### src/hw/rtl/rwpe_pkg.sv
// rwpe_pkg: shared types and constants for the riff/wave pcm extractor
// no dependencies; used by every module of the block
`timescale 1ns / 1ps

package rwpe_pkg;

    // chunk and header tags, big-endian as they arrive
    localparam logic [31:0] TAG_RIFF = 32'h5249_4646;
    localparam logic [31:0] TAG_WAVE = 32'h5741_5645;
    localparam logic [31:0] TAG_FMT  = 32'h666D_7420;
    localparam logic [31:0] TAG_DATA = 32'h6461_7461;

    // format expectations
    localparam logic [15:0] FMT_PCM  = 16'h0001;
    localparam logic [15:0] PCM_BITS = 16'd16;
    localparam logic [4:0]  FMT_KEEP = 5'd20;

    // result kinds
    localparam logic KIND_HEADER  = 1'b0;
    localparam logic KIND_PAYLOAD = 1'b1;

    // header result status codes
    localparam logic [2:0] ST_OK       = 3'd0;
    localparam logic [2:0] ST_NOT_WAVE = 3'd1;
    localparam logic [2:0] ST_NO_PAIR  = 3'd2;
    localparam logic [2:0] ST_NOT_PCM  = 3'd3;
    localparam logic [2:0] ST_NOT_16   = 3'd4;

    // parser phases
    typedef enum logic [6:0] {
        PH_RIFF    = 7'b000_0001,
        PH_CHDR    = 7'b000_0010,
        PH_FMT     = 7'b000_0100,
        PH_SKIP    = 7'b000_1000,
        PH_PAD     = 7'b001_0000,
        PH_PAYLOAD = 7'b010_0000,
        PH_WAIT    = 7'b100_0000
    } phase_t;

    // one input word
    typedef struct packed {
        logic [7:0] in_byte;
        logic       last_byte;
        logic       abort;
    } in_word_t;

    // one result word
    typedef struct packed {
        logic        kind;
        logic [2:0]  status;
        logic [15:0] audio_format;
        logic [15:0] channel_count;
        logic [31:0] rate_hz;
        logic [15:0] sample_bits;
        logic [31:0] data_length;
        logic [7:0]  payload_byte;
        logic        final_res;
    } result_t;

endpackage

### src/hw/rtl/rwpe_in_stage.sv
// rwpe_in_stage: input register of the extractor
// depends on rwpe_pkg for the input word type
`timescale 1ns / 1ps

module rwpe_in_stage
(
    input  logic              clk,
    input  logic              rst_n,
    input  logic              in_valid,
    output logic              in_ready,
    input  rwpe_pkg::in_word_t in_word,
    input  logic              advance,
    output logic              word_valid,
    output rwpe_pkg::in_word_t word
);

    logic               valid_reg;
    logic               valid_next;
    rwpe_pkg::in_word_t word_reg;

    // accept when empty or when the held word moves on this cycle
    assign in_ready = !valid_reg || advance;

    always_comb
    begin
        valid_next = valid_reg;
        if (in_valid && in_ready)
        begin
            valid_next = 1'b1;
        end
        else if (advance)
        begin
            valid_next = 1'b0;
        end
    end

    // valid flag
    always_ff @(posedge clk or negedge rst_n)
    begin
        if (!rst_n)
        begin
            valid_reg <= 1'b0;
        end
        else
        begin
            valid_reg <= valid_next;
        end
    end

    // payload holding register
    always_ff @(posedge clk)
    begin
        if (in_valid && in_ready)
        begin
            word_reg <= in_word;
        end
    end

    assign word_valid = valid_reg;
    assign word       = word_reg;

endmodule

### src/hw/rtl/rwpe_parser.sv
// rwpe_parser: chunk walker state and per-word decision logic
// depends on rwpe_pkg for phases, tags, status codes and word types
`timescale 1ns / 1ps

module rwpe_parser
(
    input  logic               clk,
    input  logic               rst_n,
    input  logic               step,
    input  rwpe_pkg::in_word_t word,
    output logic               res_valid,
    output rwpe_pkg::result_t  res
);

    rwpe_pkg::phase_t phase_reg, phase_next;
    logic [3:0]  hdr_count_reg, hdr_count_next;
    logic [31:0] chunk_tag_reg, chunk_tag_next;
    logic [31:0] chunk_length_reg, chunk_length_next;
    logic [31:0] skip_reg, skip_next;
    logic        pad_reg, pad_next;
    logic [4:0]  fmt_count_reg, fmt_count_next;
    logic [15:0] format_reg, format_next;
    logic [15:0] channels_reg, channels_next;
    logic [31:0] rate_reg, rate_next;
    logic [15:0] bits_reg, bits_next;
    logic        fmt_found_reg, fmt_found_next;
    logic [31:0] payload_rem_reg, payload_rem_next;

    // where to go once a chunk body is done
    function automatic rwpe_pkg::phase_t body_done(input logic [31:0] skip, input logic pad);
        rwpe_pkg::phase_t ph;
        if (skip != 32'd0)
        begin
            ph = rwpe_pkg::PH_SKIP;
        end
        else if (pad)
        begin
            ph = rwpe_pkg::PH_PAD;
        end
        else
        begin
            ph = rwpe_pkg::PH_CHDR;
        end
        return ph;
    endfunction

    // bytes of fmt worth keeping for a given chunk size
    function automatic logic [4:0] fmt_want(input logic [31:0] len);
        logic [4:0] w;
        if (len < {27'd0, rwpe_pkg::FMT_KEEP})
        begin
            w = len[4:0];
        end
        else
        begin
            w = rwpe_pkg::FMT_KEEP;
        end
        return w;
    endfunction

    logic [7:0]  b;
    logic [31:0] tag_shift;
    logic [31:0] len_v;
    logic [31:0] tag_v;
    logic [2:0]  k_hdr;
    logic [4:0]  want_v;
    logic [5:0]  fmt_inc;
    logic [31:0] dec_v;
    logic [2:0]  st_v;
    logic        start_hdr;
    logic        produce;
    logic        fin;

    assign b         = word.in_byte;
    assign tag_shift = {chunk_tag_reg[23:0], b};
    assign k_hdr     = hdr_count_reg[2:0];

    // next state and result for the word in hand
    always_comb
    begin
        phase_next        = phase_reg;
        hdr_count_next    = hdr_count_reg;
        chunk_tag_next    = chunk_tag_reg;
        chunk_length_next = chunk_length_reg;
        skip_next         = skip_reg;
        pad_next          = pad_reg;
        fmt_count_next    = fmt_count_reg;
        format_next       = format_reg;
        channels_next     = channels_reg;
        rate_next         = rate_reg;
        bits_next         = bits_reg;
        fmt_found_next    = fmt_found_reg;
        payload_rem_next  = payload_rem_reg;
        len_v             = chunk_length_reg;
        tag_v             = chunk_tag_reg;
        want_v            = fmt_want(chunk_length_reg);
        fmt_inc           = {1'b0, fmt_count_reg} + 6'd1;
        dec_v             = 32'd0;
        st_v              = rwpe_pkg::ST_OK;
        start_hdr         = 1'b0;
        produce           = 1'b0;
        fin               = 1'b0;
        res               = '0;

        case (phase_reg)
            rwpe_pkg::PH_RIFF:
            begin
                chunk_tag_next = tag_shift;
                if ((hdr_count_reg == 4'd3 && tag_shift != rwpe_pkg::TAG_RIFF) ||
                    (hdr_count_reg == 4'd11 && tag_shift != rwpe_pkg::TAG_WAVE))
                begin
                    produce    = 1'b1;
                    fin        = 1'b1;
                    res.kind   = rwpe_pkg::KIND_HEADER;
                    res.status = rwpe_pkg::ST_NOT_WAVE;
                    phase_next = rwpe_pkg::PH_WAIT;
                end
                else if (hdr_count_reg >= 4'd11)
                begin
                    start_hdr = 1'b1;
                end
                else
                begin
                    hdr_count_next = hdr_count_reg + 4'd1;
                end
            end

            rwpe_pkg::PH_CHDR:
            begin
                // tag bytes first, then little-endian length
                if (k_hdr < 3'd4)
                begin
                    tag_v = tag_shift;
                end
                else
                begin
                    case (k_hdr[1:0])
                        2'd0:    len_v = chunk_length_reg | {24'd0, b};
                        2'd1:    len_v = chunk_length_reg | {16'd0, b, 8'd0};
                        2'd2:    len_v = chunk_length_reg | {8'd0, b, 16'd0};
                        default: len_v = chunk_length_reg | {b, 24'd0};
                    endcase
                end
                chunk_tag_next    = tag_v;
                chunk_length_next = len_v;
                if (k_hdr < 3'd7)
                begin
                    hdr_count_next = {1'b0, k_hdr + 3'd1};
                end
                else if (tag_v == rwpe_pkg::TAG_FMT)
                begin
                    want_v         = fmt_want(len_v);
                    format_next    = 16'd0;
                    channels_next  = 16'd0;
                    rate_next      = 32'd0;
                    bits_next      = 16'd0;
                    fmt_count_next = 5'd0;
                    skip_next      = len_v - {27'd0, want_v};
                    pad_next       = len_v[0];
                    if (want_v == 5'd0)
                    begin
                        fmt_found_next = 1'b1;
                        phase_next     = body_done(skip_next, pad_next);
                        start_hdr      = (phase_next == rwpe_pkg::PH_CHDR);
                    end
                    else
                    begin
                        phase_next = rwpe_pkg::PH_FMT;
                    end
                end
                else if (tag_v == rwpe_pkg::TAG_DATA)
                begin
                    produce    = 1'b1;
                    res.kind   = rwpe_pkg::KIND_HEADER;
                    if (!fmt_found_reg)
                    begin
                        fin        = 1'b1;
                        res.status = rwpe_pkg::ST_NO_PAIR;
                        phase_next = rwpe_pkg::PH_WAIT;
                    end
                    else
                    begin
                        if (format_reg != rwpe_pkg::FMT_PCM)
                        begin
                            st_v = rwpe_pkg::ST_NOT_PCM;
                        end
                        else if (bits_reg != rwpe_pkg::PCM_BITS)
                        begin
                            st_v = rwpe_pkg::ST_NOT_16;
                        end
                        payload_rem_next  = len_v;
                        res.status        = st_v;
                        res.audio_format  = format_reg;
                        res.channel_count = channels_reg;
                        res.rate_hz       = rate_reg;
                        res.sample_bits   = bits_reg;
                        res.data_length   = len_v;
                        if (st_v != rwpe_pkg::ST_OK || len_v == 32'd0)
                        begin
                            fin        = 1'b1;
                            phase_next = rwpe_pkg::PH_WAIT;
                        end
                        else
                        begin
                            phase_next = rwpe_pkg::PH_PAYLOAD;
                        end
                    end
                end
                else
                begin
                    // any other chunk is skipped whole
                    skip_next  = len_v;
                    pad_next   = len_v[0];
                    phase_next = body_done(skip_next, pad_next);
                    start_hdr  = (phase_next == rwpe_pkg::PH_CHDR);
                end
            end

            rwpe_pkg::PH_FMT:
            begin
                case (fmt_count_reg)
                    5'd0:    format_next   = format_reg | {8'd0, b};
                    5'd1:    format_next   = format_reg | {b, 8'd0};
                    5'd2:    channels_next = channels_reg | {8'd0, b};
                    5'd3:    channels_next = channels_reg | {b, 8'd0};
                    5'd4:    rate_next     = rate_reg | {24'd0, b};
                    5'd5:    rate_next     = rate_reg | {16'd0, b, 8'd0};
                    5'd6:    rate_next     = rate_reg | {8'd0, b, 16'd0};
                    5'd7:    rate_next     = rate_reg | {b, 24'd0};
                    5'd14:   bits_next     = bits_reg | {8'd0, b};
                    5'd15:   bits_next     = bits_reg | {b, 8'd0};
                    default: ;
                endcase
                fmt_count_next = fmt_inc[4:0];
                if (fmt_inc >= {1'b0, want_v})
                begin
                    fmt_found_next = 1'b1;
                    phase_next     = body_done(skip_reg, pad_reg);
                    start_hdr      = (phase_next == rwpe_pkg::PH_CHDR);
                end
            end

            rwpe_pkg::PH_SKIP:
            begin
                dec_v     = skip_reg - {31'd0, (skip_reg != 32'd0)};
                skip_next = dec_v;
                if (dec_v == 32'd0)
                begin
                    phase_next = body_done(dec_v, pad_reg);
                    start_hdr  = (phase_next == rwpe_pkg::PH_CHDR);
                end
            end

            rwpe_pkg::PH_PAD:
            begin
                pad_next   = 1'b0;
                phase_next = body_done(skip_reg, 1'b0);
                start_hdr  = (phase_next == rwpe_pkg::PH_CHDR);
            end

            rwpe_pkg::PH_PAYLOAD:
            begin
                if (word.abort)
                begin
                    phase_next = rwpe_pkg::PH_WAIT;
                end
                else
                begin
                    produce          = 1'b1;
                    res.kind         = rwpe_pkg::KIND_PAYLOAD;
                    res.payload_byte = b;
                    dec_v            = payload_rem_reg - {31'd0, (payload_rem_reg != 32'd0)};
                    payload_rem_next = dec_v;
                    if (dec_v == 32'd0)
                    begin
                        fin        = 1'b1;
                        phase_next = rwpe_pkg::PH_WAIT;
                    end
                end
            end

            default:
            begin
                phase_next = rwpe_pkg::PH_WAIT;
            end
        endcase

        // fresh chunk header
        if (start_hdr)
        begin
            phase_next        = rwpe_pkg::PH_CHDR;
            hdr_count_next    = 4'd0;
            chunk_tag_next    = 32'd0;
            chunk_length_next = 32'd0;
        end

        // end of file: close out the file and return to reset state
        if (word.last_byte)
        begin
            if (produce)
            begin
                fin = 1'b1;
            end
            else if (phase_next != rwpe_pkg::PH_WAIT)
            begin
                produce  = 1'b1;
                fin      = 1'b1;
                res      = '0;
                res.kind = rwpe_pkg::KIND_HEADER;
                if (phase_next == rwpe_pkg::PH_RIFF)
                begin
                    res.status = rwpe_pkg::ST_NOT_WAVE;
                end
                else
                begin
                    res.status = rwpe_pkg::ST_NO_PAIR;
                end
            end
            phase_next        = rwpe_pkg::PH_RIFF;
            hdr_count_next    = 4'd0;
            chunk_tag_next    = 32'd0;
            chunk_length_next = 32'd0;
            skip_next         = 32'd0;
            pad_next          = 1'b0;
            fmt_count_next    = 5'd0;
            format_next       = 16'd0;
            channels_next     = 16'd0;
            rate_next         = 32'd0;
            bits_next         = 16'd0;
            fmt_found_next    = 1'b0;
            payload_rem_next  = 32'd0;
        end

        res.final_res = fin;
    end

    assign res_valid = step && produce;

    // parser state
    always_ff @(posedge clk or negedge rst_n)
    begin
        if (!rst_n)
        begin
            phase_reg        <= rwpe_pkg::PH_RIFF;
            hdr_count_reg    <= 4'd0;
            chunk_tag_reg    <= 32'd0;
            chunk_length_reg <= 32'd0;
            skip_reg         <= 32'd0;
            pad_reg          <= 1'b0;
            fmt_count_reg    <= 5'd0;
            format_reg       <= 16'd0;
            channels_reg     <= 16'd0;
            rate_reg         <= 32'd0;
            bits_reg         <= 16'd0;
            fmt_found_reg    <= 1'b0;
            payload_rem_reg  <= 32'd0;
        end
        else if (step)
        begin
            phase_reg        <= phase_next;
            hdr_count_reg    <= hdr_count_next;
            chunk_tag_reg    <= chunk_tag_next;
            chunk_length_reg <= chunk_length_next;
            skip_reg         <= skip_next;
            pad_reg          <= pad_next;
            fmt_count_reg    <= fmt_count_next;
            format_reg       <= format_next;
            channels_reg     <= channels_next;
            rate_reg         <= rate_next;
            bits_reg         <= bits_next;
            fmt_found_reg    <= fmt_found_next;
            payload_rem_reg  <= payload_rem_next;
        end
    end

endmodule

### src/hw/rtl/rwpe_out_stage.sv
// rwpe_out_stage: result register facing the receiver
// depends on rwpe_pkg for the result word type
`timescale 1ns / 1ps

module rwpe_out_stage
(
    input  logic              clk,
    input  logic              rst_n,
    input  logic              load,
    input  rwpe_pkg::result_t res_in,
    output logic              can_take,
    output logic              out_valid,
    input  logic              out_ready,
    output rwpe_pkg::result_t res_out
);

    logic              valid_reg;
    logic              valid_next;
    rwpe_pkg::result_t res_reg;

    // free when empty or being drained this cycle
    assign can_take = !valid_reg || out_ready;

    always_comb
    begin
        valid_next = valid_reg;
        if (load)
        begin
            valid_next = 1'b1;
        end
        else if (out_ready)
        begin
            valid_next = 1'b0;
        end
    end

    // valid flag
    always_ff @(posedge clk or negedge rst_n)
    begin
        if (!rst_n)
        begin
            valid_reg <= 1'b0;
        end
        else
        begin
            valid_reg <= valid_next;
        end
    end

    // result word
    always_ff @(posedge clk)
    begin
        if (load)
        begin
            res_reg <= res_in;
        end
    end

    assign out_valid = valid_reg;
    assign res_out   = res_reg;

endmodule

### src/hw/rtl/riff_wave_pcm_extractor.sv
// riff_wave_pcm_extractor: top level of the byte-serial wav parser
// depends on rwpe_pkg, rwpe_in_stage, rwpe_parser and rwpe_out_stage
//
// Usage: a wav file is fed one byte per input word (in_byte), with last_byte
// set on the final byte of the file and abort available to cut payload output
// short. The block checks the RIFF/WAVE header, walks the chunk list, keeps
// the fmt fields and, on the data chunk, returns one header word (kind 0) with
// a status, followed by the data bytes as payload words (kind 1). final_res
// marks the last word for a file, unless abort cut its payload short; after
// last_byte the parser is back at the start of a new file.
// Both channels are valid/ready. An input word passes an input register, then
// the parser decision, then the output register. One byte is taken every
// cycle while the output side has room; words that give no result (header,
// skipped chunks) are consumed at the same rate. When the receiver stalls,
// the output register holds its word, the input register fills and in_ready
// drops; nothing is lost. Reset clears both registers and returns the parser
// to the expect-RIFF state.
`timescale 1ns / 1ps

module riff_wave_pcm_extractor
(
    input  logic        clk,
    input  logic        rst_n,
    input  logic        in_valid,
    output logic        in_ready,
    input  logic [7:0]  in_byte,
    input  logic        last_byte,
    input  logic        abort,
    output logic        out_valid,
    input  logic        out_ready,
    output logic        kind,
    output logic [2:0]  status,
    output logic [15:0] audio_format,
    output logic [15:0] channel_count,
    output logic [31:0] rate_hz,
    output logic [15:0] sample_bits,
    output logic [31:0] data_length,
    output logic [7:0]  payload_byte,
    output logic        final_res
);

    rwpe_pkg::in_word_t in_word;
    rwpe_pkg::in_word_t held_word;
    rwpe_pkg::result_t  res_new;
    rwpe_pkg::result_t  res_out;
    logic               held_valid;
    logic               out_free;
    logic               step;
    logic               res_valid;

    assign in_word.in_byte   = in_byte;
    assign in_word.last_byte = last_byte;
    assign in_word.abort     = abort;

    // a held byte moves through the parser when the output side has room
    assign step = held_valid && out_free;

    rwpe_in_stage u_in_stage
    (
        .clk        (clk),
        .rst_n      (rst_n),
        .in_valid   (in_valid),
        .in_ready   (in_ready),
        .in_word    (in_word),
        .advance    (step),
        .word_valid (held_valid),
        .word       (held_word)
    );

    rwpe_parser u_parser
    (
        .clk       (clk),
        .rst_n     (rst_n),
        .step      (step),
        .word      (held_word),
        .res_valid (res_valid),
        .res       (res_new)
    );

    rwpe_out_stage u_out_stage
    (
        .clk       (clk),
        .rst_n     (rst_n),
        .load      (res_valid),
        .res_in    (res_new),
        .can_take  (out_free),
        .out_valid (out_valid),
        .out_ready (out_ready),
        .res_out   (res_out)
    );

    // result fields
    assign kind          = res_out.kind;
    assign status        = res_out.status;
    assign audio_format  = res_out.audio_format;
    assign channel_count = res_out.channel_count;
    assign rate_hz       = res_out.rate_hz;
    assign sample_bits   = res_out.sample_bits;
    assign data_length   = res_out.data_length;
    assign payload_byte  = res_out.payload_byte;
    assign final_res     = res_out.final_res;

endmodule
### config.mk
export PLATFORM = sky130hd
export DESIGN_NAME = riff_wave_pcm_extractor
export DESIGN_NICKNAME = d
export VERILOG_FILES = /design/src/hw/rtl/rwpe_pkg.sv /design/src/hw/rtl/rwpe_in_stage.sv /design/src/hw/rtl/rwpe_parser.sv /design/src/hw/rtl/rwpe_out_stage.sv /design/src/hw/rtl/riff_wave_pcm_extractor.sv
export SDC_FILE = /design/constraint.sdc
export NUM_CORES = 1
export LEC_CHECK = 0
export ABC_AREA = 1
export ABC_CLOCK_PERIOD_IN_PS = 10400
export BUFFER_PORTS_ARGS = -buffer_cell sky130_fd_sc_hd__buf_4
export CORE_ASPECT_RATIO = 0.7
export CORE_MARGIN = 4
export CORE_UTILIZATION = 45
export CTS_CLUSTER_SIZE = 10
export DETAILED_ROUTE_END_ITERATION = 7
export GPL_TIMING_DRIVEN = 0
export SYNTH_ARGS = -nofsm -noshare
export SYNTH_HDL_FRONTEND = slang
export SYNTH_SLANG_ARGS = --single-unit
### constraint.sdc
create_clock -name clk -period 10.4 [get_ports clk]
set_input_delay 1.04 -clock clk [delete_from_list [all_inputs] [get_ports clk]]
set_output_delay 1.04 -clock clk [all_outputs]
set_load 0.01 [all_outputs]
After elaboration in Yosys (flattened, before gate mapping)
Cells that the tools add are included.
Word-level totals
  register bits after elaboration: 363
  output and inout port bits: 127
  word-level logic and storage cells: 298
  input port bits: 14
Cells by class
  eq/ne operators: 48
  bitwise gates (word level): 14
  magnitude comparators: 6
  add/subtract/negate cells: 6
  multiplexer cells: 154
  reduce and logical (&&, ||, !) cells: 43
Operators by type and width (number)
  $mux W32: 22
  $mux W125: 3
  $pmux W32 S2: 4
  $mux W116: 2
  $mux W112: 2
  $mux W7: 28
  $pmux W16 S2: 6
  $reduce_bool A32 Y1: 5
  $pmux W32 S4: 1
  $mux W115: 1
  $logic_not A32 Y1: 3
  $pmux W32 S3: 1
  $mux W16: 5
  $eq A32 B31 Y1 const B: 2
  $lt A32 B5 Y1 const B: 2
  $ne A32 B31 Y1 const B: 2
  $or A32 B16 Y32: 2
  $or A32 B24 Y32: 2
  $or A32 B32 Y32: 2
  $or A32 B8 Y32: 2
  $sub A32 B1 Y32: 2
  $mux W5: 12
  $or A16 B16 Y16: 3
  $or A16 B8 Y16: 3
  55 further kinds: 154

Depth between registers and ports, before layout
  depth in word-level cells: 28
  mapped depth: 35
  mapped depth without buffers: 33

Hierarchy
A second synthesis with hierarchy kept.
Second synthesis, totals
  cell total of the unflattened synthesis: 2519
  area, all modules: 20264.4 sq um
Modules (own cells, without submodules)
  rwpe_parser: seq. area each 5656.7 sq um, area an instance 16113.0 sq um, instances 1, cells an instance 2371
  rwpe_out_stage: seq. area each 3778.6 sq um, area an instance 3798.6 sq um, instances 1, cells an instance 130
  rwpe_in_stage: seq. area each 325.3 sq um, area an instance 345.3 sq um, instances 1, cells an instance 16
  riff_wave_pcm_extractor: seq. area each 0.0 sq um, area an instance 7.5 sq um, instances 1, cells an instance 2

Worst setup path after synthesis
No wires, ideal clock.
  kind: reg2reg
  start point: reg u_parser.payload_rem_reg[13]
  end point: reg u_out_stage.res_reg, in the netlist u_out_stage.res_out[0], enable pin
  cell stages (with the launch flop): 30
  path slack: 4.593 ns
  buffers on the path: 0
  setup time: 0.478 ns
  period minus slack after synthesis: 5.807 ns
  arrival time: 5.328 ns
  required time: 9.922 ns
  cells stage by stage: dfrtp_1 nor2_1 nand2_1 nor2_1 inv_1 nor3_1 nand4_1 ha_1 inv_1 nor2_1 inv_1 nor2_1 nand4_1 nor2_1 nand3_1 nor2_1 nand3_1 nor2_1 nand2_1 nor2_1 xor2_1 nand4_1 nor4_1 nand3_1 nand2_1 nand2_1 nand3_1 nand2_1 nand2_1 inv_1
On the way
  longest elaborated chain between the ends: 12
Ends and longest elaborated chain
  start: declaration: line rwpe_parser.sv:27  | logic [31:0] payload_rem_reg, payload_rem_next;
  start signal: assignment: line rwpe_parser.sv:372  | payload_rem_reg <= payload_rem_next;
  $reduce_bool A32 Y1: line rwpe_parser.sv:272  | dec_v = payload_rem_reg - {31'd0, (payload_rem_reg != 32'd0)};
  $sub A32 B1 Y32 (*): line rwpe_parser.sv:272
  $logic_not A32 Y1 (*): line rwpe_parser.sv:274  | if (dec_v == 32'd0)
  $mux W7 (*): line rwpe_parser.sv:274
  $mux W7 (*): line rwpe_parser.sv:263  | if (word.abort)
  $pmux W7 S6 (*): line rwpe_parser.sv:105  | case (phase_reg)
  $mux W7 (*): line rwpe_parser.sv:289  | if (start_hdr)
  $ne A7 B7 Y1 (*): line rwpe_parser.sv:304  | else if (phase_next != rwpe_pkg::PH_WAIT)
  $mux W1 (*): line rwpe_parser.sv:304
  $mux W1 (*): line rwpe_parser.sv:300  | if (produce)
  $mux W1 (*): line rwpe_parser.sv:298  | if (word.last_byte)
  $logic_and A1 B1 Y1 (*): line rwpe_parser.sv:337  | assign res_valid = step && produce;
  named net res_valid: line riff_wave_pcm_extractor.sv:49  | logic res_valid;
  end signal: assignment: line rwpe_out_stage.sv:55  | res_reg <= res_in;
  end: declaration: line rwpe_out_stage.sv:19  | rwpe_pkg::result_t res_reg;
Mark *: on every way through the listed nets, which the timed path passes. The rest lies on a longest branch.
A chain may end at the register's enable or synchronous reset.

==> impl_metrics.env <==
export IMPL_wire_per_inst_um=21.42
export IMPL_antenna_cells=0
export IMPL_leakagePower_uw=0.01055
export IMPL_cts_setup_buffers=0
export IMPL_vias=19000
export IMPL_final_period_utilization_pct=57.38
export IMPL_comb_power_share_pct=50.4
export IMPL_area_growth_pct=15.89
export IMPL_ys_seq_area_share_pct=48.72
export IMPL_clock_latency_ps=570
export IMPL_syn_nets=2578
export IMPL_r2r_slack_ps=4430
export IMPL_nFillCells=4271
export IMPL_p_switching_uw=3393
export IMPL_crit_path_frequent_cell="nor2_1"
export IMPL_synth_distinct_cells=62
export IMPL_worst_pin_slew_ps=1152
export IMPL_largest_register_ffs=125
export IMPL_pwr_share_seq_pct=29.7
export IMPL_hold_buffers=0
export IMPL_synth_top_cell_area_share_pct=28.35
export IMPL_drive_above_1_share_pct=9.910
export IMPL_worstPathRequired_ps=10800
export IMPL_final_nets=2766
export IMPL_multi_input_area_mm2=0.008481
export IMPL_cts_tree="yes"
export IMPL_max_slew_margin_pct=22.50
export IMPL_core_rowCount=64
export IMPL_placed_area_mm2=0.02192
export IMPL_gr_usage_all_layers_pct=29.53
export IMPL_ys_ff_latch=363
export IMPL_final_common_cell="nand2_1"
export IMPL_dieHeight_um=184.5
export IMPL_internal_power_uw=3682
export IMPL_yosys_warnings=0
export IMPL_reg2reg_depth=30
export IMPL_dieArea_mm2=0.04802
export IMPL_overflow=0
export IMPL_routed_wl_mm=71.95
export IMPL_io_buffers=140
export IMPL_async_flop_share_pct=62.81
export IMPL_cp_startpoint="u_parser.payload_rem_reg[11]$_DFFE_PN0P_"
export IMPL_placeableCoreArea_mm2=0.04380
export IMPL_period_needed_ps=5968
export IMPL_ios=141
export IMPL_cp_max_fo=10
export IMPL_fin_skew_ps=31.36
export IMPL_cts_resized=0
export IMPL_grt_pass1_wl_mm=108.7
export IMPL_drt_pass1_iter_count=6
export IMPL_grt_pass1_vias=17770
export IMPL_cp_end_kind="flop"
export IMPL_vias_per_cell=5.655
export IMPL_gp_congestion=0.9983
export IMPL_hp_class="in -> async"
export IMPL_status="finished clean"
export IMPL_hold_viol=0
export IMPL_maxCapViolations=0
export IMPL_cts_sinks=363
export IMPL_clock_power_share_pct=19.9
export IMPL_vdd_drop_max_uv=162.3
export IMPL_initial_core_util_pct=45.74
export IMPL_root_buffer="clkbuf_16"
export IMPL_cts_buffer_depth=3
export IMPL_cp_arrival_ps=6370
export IMPL_fmax_ghz=0.1676
export IMPL_p_sw_share_pct=47.96
export IMPL_slew_violations=0
export IMPL_worstSetupPathType="reg -> reg"
export IMPL_synth_edf_count=135
export IMPL_final_setup_tns_ps=0
export IMPL_drt_iter0_markers=2252
export IMPL_report_power_total_uw=7075
export IMPL_setup_viol=0
export IMPL_cp_start_kind="flop"
export IMPL_power_density_mw_per_mm2=304.7
export IMPL_numCtsBuffers=43
export IMPL_regArea_mm2=0.009761
export IMPL_reg2reg_to="u_out_stage.res_out[114]$_DFFE_PP_"
export IMPL_cp_slowest_cell="nand3_1"
export IMPL_slowest_delay_ps=450
export IMPL_design_area_mm2=0.02322
export IMPL_grt_start_max_net_pins=110
export IMPL_synth_area_top_cells="dfrtp_1, edfxtp_1, nand2_1, nor2_1, inv_1"
export IMPL_final_cell_mix="nand2_1, nor2_1, inv_1, dfrtp_1, o21ai_0"
export IMPL_antenna_found_initial=0
export IMPL_rsz0062_at_grt="no"
export IMPL_remaining_drc_errors=0
export IMPL_final_antenna_net_count=0
export IMPL_post_route_util_pct=53.01
export IMPL_htreeDepth=2
export IMPL_r2r_start="u_parser.payload_rem_reg[11]$_DFFE_PN0P_"
export IMPL_ys_dominant_reg_cell="dfrtp_1"
export IMPL_path_clk_slew_ps=60
export IMPL_die_x_um=260.2
export IMPL_synth_area_leader_cell="dfrtp_1"
export IMPL_netlist_area_mm2=0.02004
export IMPL_syn_inst=2543
export IMPL_hpwl_mm=55.50
export IMPL_syn_area_per_cell_um2=7.879
cells in the mapped netlist (6+ instances only):
cell type	instances
nor3_1	36
nand2_1	519
buf_1	6
nor2_2	6
ha_1	21
nand2_2	16
o22ai_1	54
a21oi_1	144
clkbuf_1	67
edfxtp_1	135
o21a_1	6
a22oi_1	10
o21ai_1	31
nor2_1	345
buf_2	19
o21ai_0	163
xor2_1	46
inv_2	8
dfrtp_1	227
buf_6	7
inv_1	336
nand4_1	73
nor4_1	42
nand3_1	140
clkinv_1	9
stage by stage:
stage          worst slack [ps]  std cells  hold WS (ps)
3_3_place_gp               2327       3277         459.6
5_1_grt                    3979       3359         382.9
2_1_floorplan              4593       2543         441.4
6_report                   4432       3359         374.8
3_5_place_dp               4728       3280         460.4
4_1_cts                    4663       3359         381.0
layout make-up:
type | count | area share (%)
buffer | 100 | 1.994
clock inverter | 6 | 0.3664
sequential | 363 | 42.04
clock buffer | 73 | 5.206
timing repair buffer | 143 | 4.915
inverter | 354 | 5.755
multi-input combinational | 1726 | 36.53
tap | 594 | 3.201
cell families after synthesis:
kind of cell,count (synthesis),synth area share (%)
AND/OR/NAND/NOR,1200,26.04
XOR/XNOR,52,2.311
buffers and inverters,454,8.955
adder cells (fa/ha/maj),21,1.311
other,1,0.01872
flip-flops,363,48.72
AO/OA/AOI/OAI,452,12.65
metal layers:
layer | vias to the layer above | track usage, % | wire (µm)
li1 | 8815 | - | -
met4 | 0 | 6.522 | 1526
met1 | 9099 | 48.14 | 34790
met3 | 110 | 7.540 | 8299
met5 | - | 0 | 0
met2 | 971 | 38.59 | 27340
power by group through the flow:
stage / logic [µW] / clock network (µW) / registers (µW)
after floorplan: 2260 / 0 / 2110
after global placement: 3410 / 0 / 2130
after detailed placement: 3440 / 0 / 2120
after CTS: 3450 / 1440 / 2090
after global routing: 3880 / 1500 / 2140
final: 3570 / 1410 / 2100
worst max path at each step:
stage | to | slack, ps | depth (start not counted)
4_1_cts | u_out_stage.res_out[113]$_DFFE_PP_ | 4660 | 30
2_1_floorplan | u_out_stage.res_out[0]$_DFFE_PP_ | 4590 | 29
5_1_grt | u_out_stage.res_out[103]$_DFFE_PP_ | 3980 | 30
3_5_place_dp | u_out_stage.res_out[113]$_DFFE_PP_ | 4730 | 30
3_3_place_gp | u_out_stage.res_out[25]$_DFFE_PP_ | 2330 | 29
6_report | u_out_stage.res_out[114]$_DFFE_PP_ | 4430 | 30
critical path, delay by kind of cell (launching register included):
kind          cells  cell delay, ps
fa+ha+maj         1             170
flops             1             440
xor+xnor          1             220
buf+inv           6            1090
simple gates     22            3870
Power figures use the tool's default switching activity.
